**src/rtl/sysex_bulk_frame_checker_unit_defines.svh**
```systemverilog
// Assertion macros used by the bulk frame checker RTL.
`ifndef SYSEX_BULK_FRAME_CHECKER_UNIT_DEFINES_SVH
`define SYSEX_BULK_FRAME_CHECKER_UNIT_DEFINES_SVH

`ifndef SYNTHESIS

// Implication into the next cycle.
`define SBFC_ASSERT_NEXT(lbl, ante, cons) \
  lbl: assert property (@(posedge clk) disable iff (rst) (ante) |=> (cons)) \
    else $error("sbfc assertion failed");

// Implication in the same cycle.
`define SBFC_ASSERT_NOW(lbl, ante, cons) \
  lbl: assert property (@(posedge clk) disable iff (rst) (ante) |-> (cons)) \
    else $error("sbfc assertion failed");

`else

`define SBFC_ASSERT_NEXT(lbl, ante, cons)
`define SBFC_ASSERT_NOW(lbl, ante, cons)

`endif

`endif

```
**src/rtl/sbfc_pkg.sv**
```systemverilog
// Types and constants of the bulk frame checker.
package sbfc_pkg;

  localparam int HEADER_LEN = 8;
  localparam logic [3:0] BODY_START = 4'd10;  // position where earlier byte is a body byte
  localparam logic [3:0] SHORT_POS  = 4'd12;  // final byte below this: under 13 bytes
  localparam logic [3:0] POS_MAX    = 4'd15;
  localparam logic [7:0] END_BYTE   = 8'hF7;

  // Status codes.
  localparam logic [2:0] ST_OK         = 3'd0;
  localparam logic [2:0] ST_SHORT      = 3'd1;
  localparam logic [2:0] ST_BAD_HEADER = 3'd2;
  localparam logic [2:0] ST_BAD_END    = 3'd3;
  localparam logic [2:0] ST_BAD_SUM    = 3'd4;
  localparam logic [2:0] ST_UNEXPECTED = 3'd5;

  // Config register indexes.
  localparam logic CFG_TRANSFER = 1'b0;
  localparam logic CFG_IMPORT   = 1'b1;

  typedef struct packed {
    logic [7:0] data;
    logic       last;
  } beat_t;

  typedef struct packed {
    logic [2:0] status;
    logic [6:0] sum;
  } result_t;

  // Fixed bulk header, position 0 through 7.
  function automatic logic [7:0] header_byte(input logic [2:0] pos);
    logic [7:0] b;
    unique case (pos)
      3'd0: b = 8'hF0;
      3'd1: b = 8'h43;
      3'd2: b = 8'h7D;
      3'd3: b = 8'h30;
      3'd4: b = 8'h55;
      3'd5: b = 8'h42;
      3'd6: b = 8'h39;
      3'd7: b = 8'h39;
      default: b = 8'h39;
    endcase
    return b;
  endfunction

endpackage

```
**src/rtl/sbfc_frame_track.sv**
```systemverilog
// Per-frame state and final status evaluation.
module sbfc_frame_track (
  input  logic             clk,
  input  logic             rst,
  input  logic             go,
  input  sbfc_pkg::beat_t  beat,
  input  logic             transfer_active,
  input  logic             import_active,
  output sbfc_pkg::result_t result
);
  import sbfc_pkg::*;

  logic [3:0] pos;
  logic       hdr_ok;
  logic [7:0] body_sum;
  logic [7:0] prev_byte;
  logic [7:0] earlier_byte;

  logic       hdr_ok_next;
  logic [7:0] body_sum_next;
  logic [6:0] check;

  // Header match including this beat, and running body sum including the byte two beats back
  always_comb begin
    hdr_ok_next = hdr_ok;
    if (pos < 4'(HEADER_LEN) && beat.data != header_byte(pos[2:0])) begin
      hdr_ok_next = 1'b0;
    end
    body_sum_next = (pos >= BODY_START) ? body_sum + earlier_byte : body_sum;
    check = 7'(8'd0 - body_sum_next);
  end

  // Status, first failing test wins
  always_comb begin
    result.sum = check;
    priority if (pos < SHORT_POS) begin
      result.status = ST_SHORT;
    end else if (!hdr_ok_next) begin
      result.status = ST_BAD_HEADER;
    end else if (beat.data != END_BYTE) begin
      result.status = ST_BAD_END;
    end else if (prev_byte != {1'b0, check}) begin
      result.status = ST_BAD_SUM;
    end else if (!transfer_active && !import_active) begin
      result.status = ST_UNEXPECTED;
    end else begin
      result.status = ST_OK;
    end
  end

  // Frame state: advance on each beat, clear after the final one
  always_ff @(posedge clk) begin
    if (rst || (go && beat.last)) begin
      pos          <= '0;
      hdr_ok       <= 1'b1;
      body_sum     <= '0;
      prev_byte    <= '0;
      earlier_byte <= '0;
    end else if (go) begin
      hdr_ok       <= hdr_ok_next;
      body_sum     <= body_sum_next;
      earlier_byte <= prev_byte;
      prev_byte    <= beat.data;
      if (pos != POS_MAX) begin
        pos <= pos + 4'd1;
      end
    end
  end

endmodule

```
**src/rtl/sysex_bulk_frame_checker_unit.sv**
```systemverilog
// Top level of the bulk frame checker: input register, frame tracker, result register.
//
//  channel | handshake            | payload
//  --------+----------------------+------------------------------
//  in      | in_valid / in_stall  | data_byte, last_byte
//  out     | out_valid / out_stall| frame_status, computed_sum
//  cfg     | cfg_we               | cfg_index, cfg_data
//
// One byte per cycle sustained while no final byte waits; a result passes from its
// final byte through the input register, then the result register, to the outputs.
// Non-final bytes never stall; a final byte waits in the input register only
// while the result register is full and stalled.
// rst is synchronous: clears frame state, config and both valid flags.
`include "sysex_bulk_frame_checker_unit_defines.svh"

module sysex_bulk_frame_checker_unit (
  input  logic       clk,
  input  logic       rst,
  input  logic       in_valid,
  output logic       in_stall,
  input  logic [7:0] data_byte,
  input  logic       last_byte,
  output logic       out_valid,
  input  logic       out_stall,
  output logic [2:0] frame_status,
  output logic [6:0] computed_sum,
  input  logic       cfg_we,
  input  logic       cfg_index,
  input  logic       cfg_data
);
  import sbfc_pkg::*;

  logic    a_valid;
  beat_t   a_beat;
  logic    out_free;
  logic    a_go;
  logic    transfer_active;
  logic    import_active;
  result_t track_result;
  result_t o_result;

  // Handshake between input register and result register
  assign out_free = !out_valid || !out_stall;
  assign a_go     = a_valid && (!a_beat.last || out_free);
  assign in_stall = a_valid && !a_go;

  // Config registers
  always_ff @(posedge clk) begin
    if (rst) begin
      transfer_active <= 1'b0;
      import_active   <= 1'b0;
    end else if (cfg_we) begin
      unique case (cfg_index)
        CFG_TRANSFER: transfer_active <= cfg_data;
        CFG_IMPORT:   import_active   <= cfg_data;
        default:      ;
      endcase
    end
  end

  // Input register
  always_ff @(posedge clk) begin
    if (rst) begin
      a_valid <= 1'b0;
    end else if (!in_stall) begin
      a_valid <= in_valid;
    end
  end

  always_ff @(posedge clk) begin
    if (!in_stall && in_valid) begin
      a_beat <= '{data: data_byte, last: last_byte};
    end
  end

  sbfc_frame_track u_track (
    .clk             (clk),
    .rst             (rst),
    .go              (a_go),
    .beat            (a_beat),
    .transfer_active (transfer_active),
    .import_active   (import_active),
    .result          (track_result)
  );

  // Result register
  always_ff @(posedge clk) begin
    if (rst) begin
      out_valid <= 1'b0;
    end else if (a_go && a_beat.last) begin
      out_valid <= 1'b1;
    end else if (!out_stall) begin
      out_valid <= 1'b0;
    end
  end

  always_ff @(posedge clk) begin
    if (a_go && a_beat.last) begin
      o_result <= track_result;
    end
  end

  assign frame_status = o_result.status;
  assign computed_sum = o_result.sum;

  // Checks
  `SBFC_ASSERT_NOW(a_body_no_stall, a_valid && !a_beat.last, !in_stall)
  `SBFC_ASSERT_NEXT(a_final_gives_result, a_go && a_beat.last, out_valid)
  `SBFC_ASSERT_NEXT(a_result_drains, out_valid && !out_stall && !(a_go && a_beat.last),
                    !out_valid)
  `SBFC_ASSERT_NOW(a_status_range, out_valid, frame_status <= ST_UNEXPECTED)

endmodule
```
**config.mk**
```make
export PLATFORM = sky130hd
export DESIGN_NAME = sysex_bulk_frame_checker_unit
export DESIGN_NICKNAME = d
export VERILOG_FILES = /design/src/rtl/sbfc_pkg.sv /design/src/rtl/sbfc_frame_track.sv /design/src/rtl/sysex_bulk_frame_checker_unit.sv
export VERILOG_INCLUDE_DIRS = /design/src /design/src/rtl
export SDC_FILE = /design/constraint.sdc
export NUM_CORES = 1
export LEC_CHECK = 0
export ABC_AREA = 1
export BUFFER_PORTS_ARGS = -buffer_cell sky130_fd_sc_hd__buf_2
export CAP_MARGIN = 20
export CORE_UTILIZATION = 45
export CTS_CLUSTER_SIZE = 28
export DETAILED_ROUTE_END_ITERATION = 6
export GPL_TIMING_DRIVEN = 0
export PLACE_DENSITY_LB_ADDON = 0.25
export SLEW_MARGIN = 0
export SYNTH_ARGS = -nofsm -noshare
export SYNTH_HDL_FRONTEND = slang
export SYNTH_SLANG_ARGS = --single-unit
```
**constraint.sdc**
```tcl
create_clock -name clk -period 2.6 [get_ports clk]
set_clock_uncertainty 0.05 [all_clocks]
set_input_delay 0.26 -clock clk [delete_from_list [all_inputs] [get_ports clk]]
set_output_delay 0.26 -clock clk [all_outputs]
set_load 0.1 [all_outputs]
```
==> results.md <==
* Setup slack, reg-to-reg at -0.16 ns
* Fin util at 55.7%
* Sequential Power Share at 48.3%
* RSZ-0062 raised after global routing: yes
* Worst-Margin Slew at 0.779 ns
* CTS root buf: clkbuf_8
* Filler cells at 565
* Starting Density at 47.8%
* GRT Overall Usage at 20.4%
* Max VDD drop at 0.000397 V
* Via/cell ratio at 4.99
* Routed vias at 2449
* CP Launch Point: u_track.body_sum[0]
* Routed Antenna Nets at 0
* I/O Buffers at 27
* Crit path DAT at 2.81 ns
* Worst Setup EP: frame_status[2]
* Core Region at 6060 sq um
* HP Class: input port to flop
* FMAX at 363 MHz
* Final Power at 2.10 mW
* Slew Viols, Final at 0
* Syn_nets at 400
* Ys Warns at 0
* Final worst path period share at 106%
* CTS max path bufs at 2
* Share of flip-flops with an asynchronous set or reset at 0%
* Status: finished, violations left
* Commonest non-fill, non-tap cell in the layout: nand2_1
* Crit path kind: flop to flop
* CTS clk-pin slew, worst paths at 0.07 ns
* Final wirelength at 6090 um
* Hold slack final at 0.0455 ns
* P_sw at 0.555 mW
* Routed len/inst at 12.4 um
* Startpoint Class: flop
* Setup slack at placement at -0.291 ns
* Internal power component at 1.54 mW
* Setup tns final at -0.241 ns
* Crit Reg-Reg Endpoint: frame_status[2]
* Die Y at 82.2 um
* # DRC at 0
* Largest stage delay, worst path at 0.43 ns
* Layout Cells excl Fill at 491
* Comb power frac at 13.6%
* Netlist cell types at 29
* Critical path cell sequence: ha_4 -> inv_2 -> fa_1 -> nand2_1 -> nand2_2 -> ha_4 -> xor2_1 -> nor2_1 -> nand2_1 -> nor2_1 -> nand2_1 -> nor2_1 -> nand2_1 -> nor2_1 -> nand3_1 -> nor2_2 -> nand2_1 -> o21a_1
* CP endpoint kind: flop
* PwrDens at 622 nW/um^2
* TritonCTS Buffers at 9
* Vias in the first global route at 2303
* Clock Power Share at 38.1%
* Fin crit period at 2.76 ns
* NumNets Final at 441
* Critical Path RT at 2.65 ns
* #FFs+latches synth at 58
* Post-DP HPWL at 4610 um
* Buf+Inv Stages, Crit Path at 1
* I/O Pins at 28
* CP max stage cell: fa_1
* Pleak at 1.54 nW
* CTS tree: done
* Die Width at 82.2 um
* Switching Share at 26.5%
* Most used cell, CP: nand2_1
* Syn Std Cell Area at 2900 sq um
* Worst-path maximum fanout at 2
* Clk_lat worst skew at 0.34 ns
* Reg-to-reg startpoint: u_track.body_sum[0]
* GPL Wtd Cong at 0.826
* Failing checks: setup timing
* FP Rows at 28
* R2R depth at 18
* Layout cells sized above 1 at 15.4%
* Fin. Hold Viols at 0
* Cells after synthesis at 370
* DIE AREA at 6760 sq um
* First-pass GRT wire length at 10100 um
* Initial antenna violation count at 0
* Area growth syn-to-layout at 16.4%
* H-tree levels at 3
* Commonest cells after routing, fill and taps aside: nand2_1, inv_1, dfxtp_1
* DR iter-0 viols at 142
* DRT Pass-1 Iters at 4
* Placed cell area at 3160 sq um
* Final setup violating endpoints at 2
* Max Cap Viol at 0
* Largest net degree at the start of global routing at 12
* Number of flops mapped to enable cells by yosys at 19
* CP top delay family: simple AND/OR/NAND/NOR gates
* Final instance area at 3370 sq um
* Worst slew margin at 47.9%
* Worst setup margin at -0.157 ns
* Register area share after synthesis at 46.6%
* N_diodes at 0
* Main flop type after synthesis: dfxtp_1
* Critical Path Stages at 18
* GR Overflow Total at 0
* Dpl cells at 472
* Syn Area/Cell at 7.83 sq um
* Clk sinks at 58
## synth_stat cells, types with 6 or more instances
cell type	number	area (sq um)
nand3b_1	6	45.0
nand3_1	29	145
nand2_2	7	43.8
inv_1	46	173
clkbuf_1	6	22.5
xor2_1	8	70.1
ha_1	13	163
nand2_1	104	390
nor2_1	23	86.3
edfxtp_1	19	571
dfxtp_1	39	781
o21ai_0	13	65.1
a21oi_1	33	165
## kinds of logic (layout without fill, tap and decap cells)
family,count (synthesis),in the layout,synth area share [%]
adder cells (fa/ha/maj),14,14,6.30
XOR/XNOR,10,10,3.02
AND/OR/NAND/NOR,180,180,27.2
AO/OA/AOI/OAI,52,52,9.37
flip-flops,58,58,46.6
buffers and inverters,56,102,7.51
## worst min-delay path by stage
stage,from,to,cells after the start
floorplan,rst,a_valid,1
global placement,data_byte[2],a_beat[3],1
detailed placement,data_byte[3],a_beat[4],1
CTS,data_byte[3],a_beat[4],1
global route,data_byte[4],a_beat[5],1
finish,data_byte[3],a_beat[4],1
## what timing repair did
action                                  4_1_cts  5_1_grt
resized for setup                             3        0
gates cloned                                  0        0
endpoints found under the setup margin        2        2
pin swaps                                     4        2
hold buffers                                  0        0
buffers inserted                              3        0
## metal layers
layer  global-route usage, %  vias up  routed length, um  part of all wire, %
li1                        -     1282                  -                    -
met1                    24.0     1089               2760                   45
met2                    33.6       61               2850                   47
met3                    6.48       17                327                  5.4
met4                    9.82        0                151                  2.5
met5                       0        -                  0                    0
## power by group through the flow
stage	clock network (mW)	logic [mW]	registers, mW
2_1_floorplan	0	0.175	1.07
3_3_place_gp	0	0.273	1.03
3_5_place_dp	0	0.281	1.03
4_1_cts	0.810	0.286	1.01
5_1_grt	0.852	0.323	1.02
6_report	0.800	0.285	1.01
## cell type report
type	count	area, sq um	share of cell area, %
Multi-Input combinational cell	256	1360	40.3
Tap cell	75	93.8	2.78
Clock buffer	13	149	4.41
Inverter	49	184	5.45
Buffer	7	33.8	1.00
Timing Repair Buffer	30	158	4.67
Clock inverter	3	40.0	1.19
Sequential cell	58	1360	40.2
No activity file was read; power rests on OpenSTA's default activity.
